[src/design/sbs_pkg.sv]
package sbs_pkg;

    // Sizes
    localparam int MAX_EXPR_BYTES = 4096;
    localparam int DEPTH_BITS     = 16;
    localparam int KEEP_W         = $clog2(MAX_EXPR_BYTES);

    // Scanner phase
    typedef enum logic [1:0] {
        PH_SKIP    = 2'd0,
        PH_COMMENT = 2'd1,
        PH_BODY    = 2'd2
    } phase_t;

    // Result event codes
    typedef enum logic [1:0] {
        EV_CONT = 2'd0,
        EV_DONE = 2'd1,
        EV_NONE = 2'd2,
        EV_OPEN = 2'd3
    } event_t;

    typedef logic [DEPTH_BITS-1:0] depth_t;
    typedef logic [KEEP_W-1:0]     count_t;

    // Character codes
    localparam logic [7:0] CH_TAB    = 8'h09;
    localparam logic [7:0] CH_LF     = 8'h0A;
    localparam logic [7:0] CH_CR     = 8'h0D;
    localparam logic [7:0] CH_SPACE  = 8'h20;
    localparam logic [7:0] CH_QUOTE  = 8'h22;
    localparam logic [7:0] CH_LPAREN = 8'h28;
    localparam logic [7:0] CH_RPAREN = 8'h29;
    localparam logic [7:0] CH_SEMI   = 8'h3B;
    localparam logic [7:0] CH_BSLASH = 8'h5C;

endpackage

[src/design/sbs_if.sv]
// Input byte channel
interface sbs_in_if;
    logic       valid;
    logic       ready;
    logic [7:0] char_in;
    logic       end_of_input;

    modport source (output valid, output char_in, output end_of_input, input ready);
    modport sink   (input valid, input char_in, input end_of_input, output ready);
endinterface

// Result channel
interface sbs_out_if;
    logic       valid;
    logic       ready;
    logic       keep_char;
    logic [7:0] char_out;
    logic [1:0] event_res;
    logic       depth_overflow;

    modport source (output valid, output keep_char, output char_out, output event_res,
                    output depth_overflow, input ready);
    modport sink   (input valid, input keep_char, input char_out, input event_res,
                    input depth_overflow, output ready);
endinterface

[src/design/sexpr_boundary_scanner_unit.sv]
// S-expression boundary scanner.
// byte_stream carries one byte (char_in) or an end-of-input mark per transfer.
// result returns exactly one item per input transfer: keep_char says whether
// the byte is part of the current top-level expression, char_out echoes it,
// event_res marks expression complete, end with no expression, or end inside
// an unfinished expression, and depth_overflow flags a '(' at full depth.
// The result is registered: it is valid in the cycle after the input transfer.
// Throughput: one byte per cycle when not stalled; all decoding is a single
// pass from the scanner state and the incoming byte into the result register.
// A stalled result holds in the result register; byte_stream.ready drops
// only while that register is full and result.ready is low, so no byte is
// lost and the scanner state advances only on input transfers.
// Reset (rst_n low, asynchronous) returns the scanner to the skipping phase
// with depth, string, escape and kept-length state cleared, and empties the
// result register.
module sexpr_boundary_scanner_unit (
    input  logic             clk,
    input  logic             rst_n,
    sbs_in_if.sink           byte_stream,
    sbs_out_if.source        result
);

    localparam sbs_pkg::depth_t DEPTH_MAX = '1;
    localparam sbs_pkg::count_t KEEP_LIMIT = sbs_pkg::KEEP_W'(sbs_pkg::MAX_EXPR_BYTES - 1);

    // Scanner state
    sbs_pkg::phase_t phase_reg, phase_next;
    sbs_pkg::depth_t depth_reg, depth_next;
    logic            str_reg, str_next;
    logic            esc_reg, esc_next;
    sbs_pkg::count_t count_reg, count_next;

    // Result register
    logic            out_valid_reg;
    logic            keep_reg, keep_next;
    logic [7:0]      char_reg, char_next;
    sbs_pkg::event_t ev_reg, ev_next;
    logic            ovf_reg, ovf_next;

    logic            in_xfer;
    logic [7:0]      c;
    logic            eoi;
    logic            is_ws;
    logic            is_break;
    sbs_pkg::phase_t eff_phase;

    // Body decode results
    logic            b_keep;
    logic            b_ended;
    logic            b_ovf;
    sbs_pkg::depth_t b_depth;
    logic            b_str;
    logic            b_esc;
    sbs_pkg::count_t count_inc;

    assign c       = byte_stream.char_in;
    assign eoi     = byte_stream.end_of_input;
    assign byte_stream.ready = !out_valid_reg || result.ready;
    assign in_xfer = byte_stream.valid && byte_stream.ready;

    assign is_ws    = (c == sbs_pkg::CH_SPACE) || (c >= sbs_pkg::CH_TAB && c <= sbs_pkg::CH_CR);
    assign is_break = (c == sbs_pkg::CH_SPACE) || (c == sbs_pkg::CH_TAB) ||
                      (c == sbs_pkg::CH_LF) || (c == sbs_pkg::CH_CR);
    assign count_inc = count_reg + 1'b1;

    // Phase after leading whitespace / comment handling of this byte
    always_comb
    begin
        unique case (phase_reg)
            sbs_pkg::PH_COMMENT:
            begin
                eff_phase = (c == sbs_pkg::CH_LF || c == sbs_pkg::CH_CR) ?
                            sbs_pkg::PH_SKIP : sbs_pkg::PH_COMMENT;
            end
            sbs_pkg::PH_BODY:
            begin
                eff_phase = sbs_pkg::PH_BODY;
            end
            default:
            begin
                if (c == sbs_pkg::CH_SEMI)
                    eff_phase = sbs_pkg::PH_COMMENT;
                else if (is_ws)
                    eff_phase = sbs_pkg::PH_SKIP;
                else
                    eff_phase = sbs_pkg::PH_BODY;
            end
        endcase
    end

    // Body byte: escape, string, depth and end detection
    always_comb
    begin
        b_keep  = 1'b1;
        b_ended = 1'b0;
        b_ovf   = 1'b0;
        b_depth = depth_reg;
        b_str   = str_reg;
        b_esc   = 1'b0;
        if (esc_reg)
        begin
            b_esc = 1'b0;
        end
        else if (c == sbs_pkg::CH_BSLASH && str_reg)
        begin
            b_esc = 1'b1;
        end
        else if (c == sbs_pkg::CH_QUOTE)
        begin
            b_str = !str_reg;
        end
        else if (!str_reg)
        begin
            if (c == sbs_pkg::CH_LPAREN)
            begin
                if (depth_reg == DEPTH_MAX)
                    b_ovf = 1'b1;
                else
                    b_depth = depth_reg + 1'b1;
            end
            else if (c == sbs_pkg::CH_RPAREN)
            begin
                // unmatched ')' or return to top level ends the expression
                b_ended = (depth_reg == '0) || (depth_reg == sbs_pkg::depth_t'(1));
                if (depth_reg != '0)
                    b_depth = depth_reg - 1'b1;
            end
            else if (depth_reg == '0 && is_break)
            begin
                b_keep  = 1'b0;
                b_ended = 1'b1;
            end
        end
        // length limit
        if (b_keep && count_inc >= KEEP_LIMIT)
            b_ended = 1'b1;
    end

    // Next scanner state
    always_comb
    begin
        phase_next = phase_reg;
        depth_next = depth_reg;
        str_next   = str_reg;
        esc_next   = esc_reg;
        count_next = count_reg;
        if (eoi)
        begin
            if (phase_reg == sbs_pkg::PH_BODY)
            begin
                phase_next = sbs_pkg::PH_SKIP;
                depth_next = '0;
                str_next   = 1'b0;
                esc_next   = 1'b0;
                count_next = '0;
            end
        end
        else if (eff_phase != sbs_pkg::PH_BODY)
        begin
            phase_next = eff_phase;
        end
        else if (b_ended)
        begin
            phase_next = sbs_pkg::PH_SKIP;
            depth_next = '0;
            str_next   = 1'b0;
            esc_next   = 1'b0;
            count_next = '0;
        end
        else
        begin
            phase_next = sbs_pkg::PH_BODY;
            depth_next = b_depth;
            str_next   = b_str;
            esc_next   = b_esc;
            count_next = count_inc;
        end
    end

    // Result values
    always_comb
    begin
        keep_next = 1'b0;
        char_next = c;
        ev_next   = sbs_pkg::EV_CONT;
        ovf_next  = 1'b0;
        if (eoi)
        begin
            char_next = '0;
            if (phase_reg == sbs_pkg::PH_BODY)
                ev_next = (depth_reg == '0 && !str_reg) ? sbs_pkg::EV_DONE : sbs_pkg::EV_OPEN;
            else
                ev_next = sbs_pkg::EV_NONE;
        end
        else if (eff_phase == sbs_pkg::PH_BODY)
        begin
            keep_next = b_keep;
            ovf_next  = b_ovf;
            ev_next   = b_ended ? sbs_pkg::EV_DONE : sbs_pkg::EV_CONT;
        end
    end

    // Scanner state registers
    always_ff @(posedge clk or negedge rst_n)
    begin
        if (!rst_n)
        begin
            phase_reg <= sbs_pkg::PH_SKIP;
            depth_reg <= '0;
            str_reg   <= 1'b0;
            esc_reg   <= 1'b0;
            count_reg <= '0;
        end
        else if (in_xfer)
        begin
            phase_reg <= phase_next;
            depth_reg <= depth_next;
            str_reg   <= str_next;
            esc_reg   <= esc_next;
            count_reg <= count_next;
        end
    end

    // Result valid
    always_ff @(posedge clk or negedge rst_n)
    begin
        if (!rst_n)
            out_valid_reg <= 1'b0;
        else if (byte_stream.ready)
            out_valid_reg <= byte_stream.valid;
    end

    // Result payload
    always_ff @(posedge clk)
    begin
        if (in_xfer)
        begin
            keep_reg <= keep_next;
            char_reg <= char_next;
            ev_reg   <= ev_next;
            ovf_reg  <= ovf_next;
        end
    end

    assign result.valid          = out_valid_reg;
    assign result.keep_char      = keep_reg;
    assign result.char_out       = char_reg;
    assign result.event_res      = ev_reg;
    assign result.depth_overflow = ovf_reg;

endmodule

[src/flat_wrapper.sv]
// flat-port wrapper written by rule: the top's interface ports become plain ports
module sexpr_boundary_scanner_unit_flat 
  (clk, rst_n, byte_stream_valid, byte_stream_char_in, byte_stream_end_of_input, byte_stream_ready, result_valid, result_keep_char, result_char_out, result_event_res, result_depth_overflow, result_ready);
  sbs_in_if byte_stream_i ();
  sbs_out_if result_i ();
  input  logic clk;
  input  logic rst_n;
  input wire logic [$bits(byte_stream_i.valid)-1:0] byte_stream_valid;
  input wire logic [$bits(byte_stream_i.char_in)-1:0] byte_stream_char_in;
  input wire logic [$bits(byte_stream_i.end_of_input)-1:0] byte_stream_end_of_input;
  output wire logic [$bits(byte_stream_i.ready)-1:0] byte_stream_ready;
  output wire logic [$bits(result_i.valid)-1:0] result_valid;
  output wire logic [$bits(result_i.keep_char)-1:0] result_keep_char;
  output wire logic [$bits(result_i.char_out)-1:0] result_char_out;
  output wire logic [$bits(result_i.event_res)-1:0] result_event_res;
  output wire logic [$bits(result_i.depth_overflow)-1:0] result_depth_overflow;
  input wire logic [$bits(result_i.ready)-1:0] result_ready;
  assign byte_stream_i.valid = byte_stream_valid;
  assign byte_stream_i.char_in = byte_stream_char_in;
  assign byte_stream_i.end_of_input = byte_stream_end_of_input;
  assign byte_stream_ready = byte_stream_i.ready;
  assign result_valid = result_i.valid;
  assign result_keep_char = result_i.keep_char;
  assign result_char_out = result_i.char_out;
  assign result_event_res = result_i.event_res;
  assign result_depth_overflow = result_i.depth_overflow;
  assign result_i.ready = result_ready;
  sexpr_boundary_scanner_unit u_core (.clk(clk), .rst_n(rst_n), .byte_stream(byte_stream_i), .result(result_i));
endmodule
[config.mk]
export PLATFORM = sky130hd
export DESIGN_NAME = sexpr_boundary_scanner_unit_flat
export DESIGN_NICKNAME = d
export VERILOG_FILES = /design/src/design/sbs_pkg.sv /design/src/design/sbs_if.sv /design/src/design/sexpr_boundary_scanner_unit.sv /design/src/flat_wrapper.sv
export SDC_FILE = /design/constraint.sdc
export NUM_CORES = 1
export LEC_CHECK = 0
export BUFFER_PORTS_ARGS = -buffer_cell sky130_fd_sc_hd__buf_4
export CORE_AREA = 3 3 59 101
export DETAILED_ROUTE_END_ITERATION = 8
export DIE_AREA = 0 0 62 104
export PLACE_DENSITY = 0.9
export SETUP_SLACK_MARGIN = 0.3
export SLEW_MARGIN = 15
export SYNTH_ARGS = -nofsm -noshare
export SYNTH_HDL_FRONTEND = slang
export SYNTH_SLANG_ARGS = --single-unit
[constraint.sdc]
create_clock -name clk -period 6.5 [get_ports clk]
set_input_delay 1.3 -clock clk [delete_from_list [all_inputs] [get_ports clk]]
set_output_delay 1.3 -clock clk [all_outputs]
set_load 0.03 [all_outputs]
==> results.sh <==
export IMPL_path_cells="buf_4 > or3_1 > a211o_1 > a21boi_0 > o31ai_4 > buf_4 > or2_2 > o41ai_2"
export IMPL_clk_pin_slew_ps=80
export IMPL_hp_class="flip-flop to flip-flop"
export IMPL_cp_common_cell="buf_4"
export IMPL_worst_endpoint_required_ps=6700
export IMPL_cts_buffers=5
export IMPL_fin_crit_ps=3700
export IMPL_pin_count=27
export IMPL_numClockSinks=45
export IMPL_drt_iter0_markers=164
export IMPL_busiest_layer="met2"
export IMPL_syn_to_final_growth_pct=9.10
export IMPL_ys_types=58
export IMPL_final_nets=386
export IMPL_ant_nets=0
export IMPL_dpl_hpwl_mm=5.21
export IMPL_dieWidth_microns=62
export IMPL_clockBufferDepth=2
export IMPL_vias_per_cell=6.37
export IMPL_insertion_delay_ps=300
export IMPL_ys_seq_area_share_pct=38.7
export IMPL_layout_drive_gt1_share_pct=15.6
export IMPL_dieArea_sq_um=6450
export IMPL_grt_pass1_wl_mm=12.0
export IMPL_utilization_pct=63.1
export IMPL_largest_reg_flops=16
export IMPL_drc=0
export IMPL_firstDrtPassIters=4
export IMPL_die_h_microns=104
export IMPL_endpoint_kind="flip-flop"
export IMPL_syn_inst=351
export IMPL_powerDensity_nw_per_um2=200
export IMPL_port_buffers=26
export IMPL_clock_skew_ps=5.91
export IMPL_cts_resized_gates=0
export IMPL_yosys_warnings=0
export IMPL_wl_per_cell_microns=16.3
export IMPL_cts_tree="yes"
export IMPL_critPathLaunchType="input port"
export IMPL_critPathKind="input port to flip-flop"
export IMPL_ys_async_sr_fraction_pct=73.3
export IMPL_outcome="finished, final reports clean"
export IMPL_core_sq_um=5300
export IMPL_grt_max_degree=34
export IMPL_globalRouteMet1Util_pct=27.0
export IMPL_crit_slowest_cell="or2_2"
export IMPL_tightest_slew_ps=753
export IMPL_arrival_ps=3900
export IMPL_h_tree_depth=2
export IMPL_routed_wl_mm=7.17
export IMPL_worst_slack_ps=2800
export IMPL_grt_usage_pct=23.7
export IMPL_drv_slew=0
export IMPL_num_vias=2802
export IMPL_setup_tns_ps=0
export IMPL_use_met2_pct=40.9
export IMPL_relSlewSlack_pct=48.5
export IMPL_syn_nets=372
export IMPL_syn_cell_area_sq_um=3070
export IMPL_grt_pass1_vias=2645
export IMPL_rsz0062_at_grt="no"
export IMPL_synth_avg_cell_area_sq_um=8.74
export IMPL_overflow=0
export IMPL_setup_viol=0
export IMPL_final_cell_mix="46 x nand2_1, 33 x dfrtp_1, 29 x buf_4"
export IMPL_antenna_found_initial=0
export IMPL_cts_hold_buf=0
export IMPL_hold_viol=0
export IMPL_post_place_ws_ps=2070
export IMPL_finalCritPeriodShare_pct=56.9
export IMPL_gr_usage_met3_pct=3.60
export IMPL_initial_core_util_pct=57.9
export IMPL_leakage_nw=1.32
export IMPL_antenna_cells=0
export IMPL_critical_path_top_delay_family="compound AO/OA/AOI/OAI gates"
export IMPL_gp_congestion=0.916
export IMPL_peakVddDrop_mv=0.143
export IMPL_rows=35
export IMPL_ys_seq_elements=45
export IMPL_critPathBufInv=2
export IMPL_final_common_cell="nand2_1"
export IMPL_clock_root_buffer="clkbuf_8"
export IMPL_max_stage_delay_ps=580
export IMPL_synth_edff_count=12
export IMPL_synth_ff_type="dfrtp_1"
export IMPL_maxCapViolations=0
export IMPL_fmax_mhz=271
export IMPL_path_max_fanout=31
export IMPL_post_cts_setup_buffer_count=0
==> kinds of logic (layout without fill, tap and decap cells) <==
logic type	Yosys count	count (layout)	synth area share, %
buffers and inverters	32	47	5.55
flip-flops	45	45	38.7
XOR/XNOR	4	4	1.14
adder cells (fa/ha/maj)	8	8	3.26
AO/OA/AOI/OAI	105	105	23.9
AND/OR/NAND/NOR	157	157	27.5
==> metal layers <==
metal | share of wire (%) | wire length (microns)
met1 | 38 | 2700
met2 | 54 | 3900
met3 | 4.4 | 314
met4 | 3.6 | 257
met5 | 0 | 0
==> worst reg2reg max path, stage by stage (launching register included) <==
cell	delay, ps
dfrtp_1	490
or4_1	640
nor3_2	230
and4bb_2	350
a221o_1	160
buf_4	300
or2_2	650
o31ai_1	170
==> power by group <==
part           total (W)  internal [W]  leakage, nW  switching [W]
Combinational   0.000169     0.0000599        0.705       0.000109
Sequential      0.000333      0.000313        0.571      0.0000206
Clock           0.000166     0.0000725       0.0430      0.0000933
==> Yosys cell counts, types with 3 or more instances <==
library cell,count,share of area (%)
a21oi_1,17,2.8
nor3_1,10,1.6
edfxtp_1,12,12
dfrtp_1,33,27
o21ai_1,24,3.9
inv_1,10,1.2
o31ai_2,13,5.3
buf_2,4,0.65
or2_2,3,0.61
nand2_1,46,5.6
o21ai_0,13,2.1
xor2_1,3,0.86
nor2b_1,14,2.9
nand2b_1,6,1.2
nand4_1,8,1.6
nor2_1,18,2.2
o22ai_1,5,1.0
and2_1,3,0.61
ha_1,8,3.3
buf_6,5,1.8
clkbuf_1,11,1.3
or3_1,4,0.82
nand3_1,16,2.6
and3_1,7,1.4
o31ai_1,13,3.2
a211oi_1,4,0.98
==> per-stage QoR <==
step           std cells  hold WS (ps)  total power (W)  cell area (sq um)
2_1_floorplan        351           446         0.000456               3070
3_3_place_gp         432           467         0.000501               3260
3_5_place_dp         432           484         0.000508               3260
4_1_cts              440           501         0.000670               3350
5_1_grt              440           518         0.000704               3350
6_report             440           492         0.000668               3350
==> worst paths after layout <==
path                                                 start                                to  slack (ps)  cells after the start
setup / recovery                    byte_stream_char_in[7]   u_core.count_reg[9]$_DFFE_PN0P_        2800                      8
hold / removal             u_core.count_reg[6]$_DFFE_PN0P_   u_core.count_reg[6]$_DFFE_PN0P_         490                      1
setup reg to reg           u_core.depth_reg[2]$_DFFE_PN0P_  u_core.count_reg[11]$_DFFE_PN0P_        3350                      7
hold reg to reg            u_core.count_reg[6]$_DFFE_PN0P_   u_core.count_reg[6]$_DFFE_PN0P_         490                      1
max in group asynchronous                            rst_n  u_core.count_reg[11]$_DFFE_PN0P_        5260                      1
min in group asynchronous                            rst_n   u_core.phase_reg[0]$_DFFE_PN0P_         930                      1
==> layout make-up <==
cell class,count,area (sq um)
multi-input combinational,274,1730
clock buffer,5,68.8
clock inverter,3,12.5
timing repair buffer,29,218
fill,452,1950
tap,74,92.6
sequential,45,1190
inverter,10,37.5
Power figures use the tool's default switching activity.
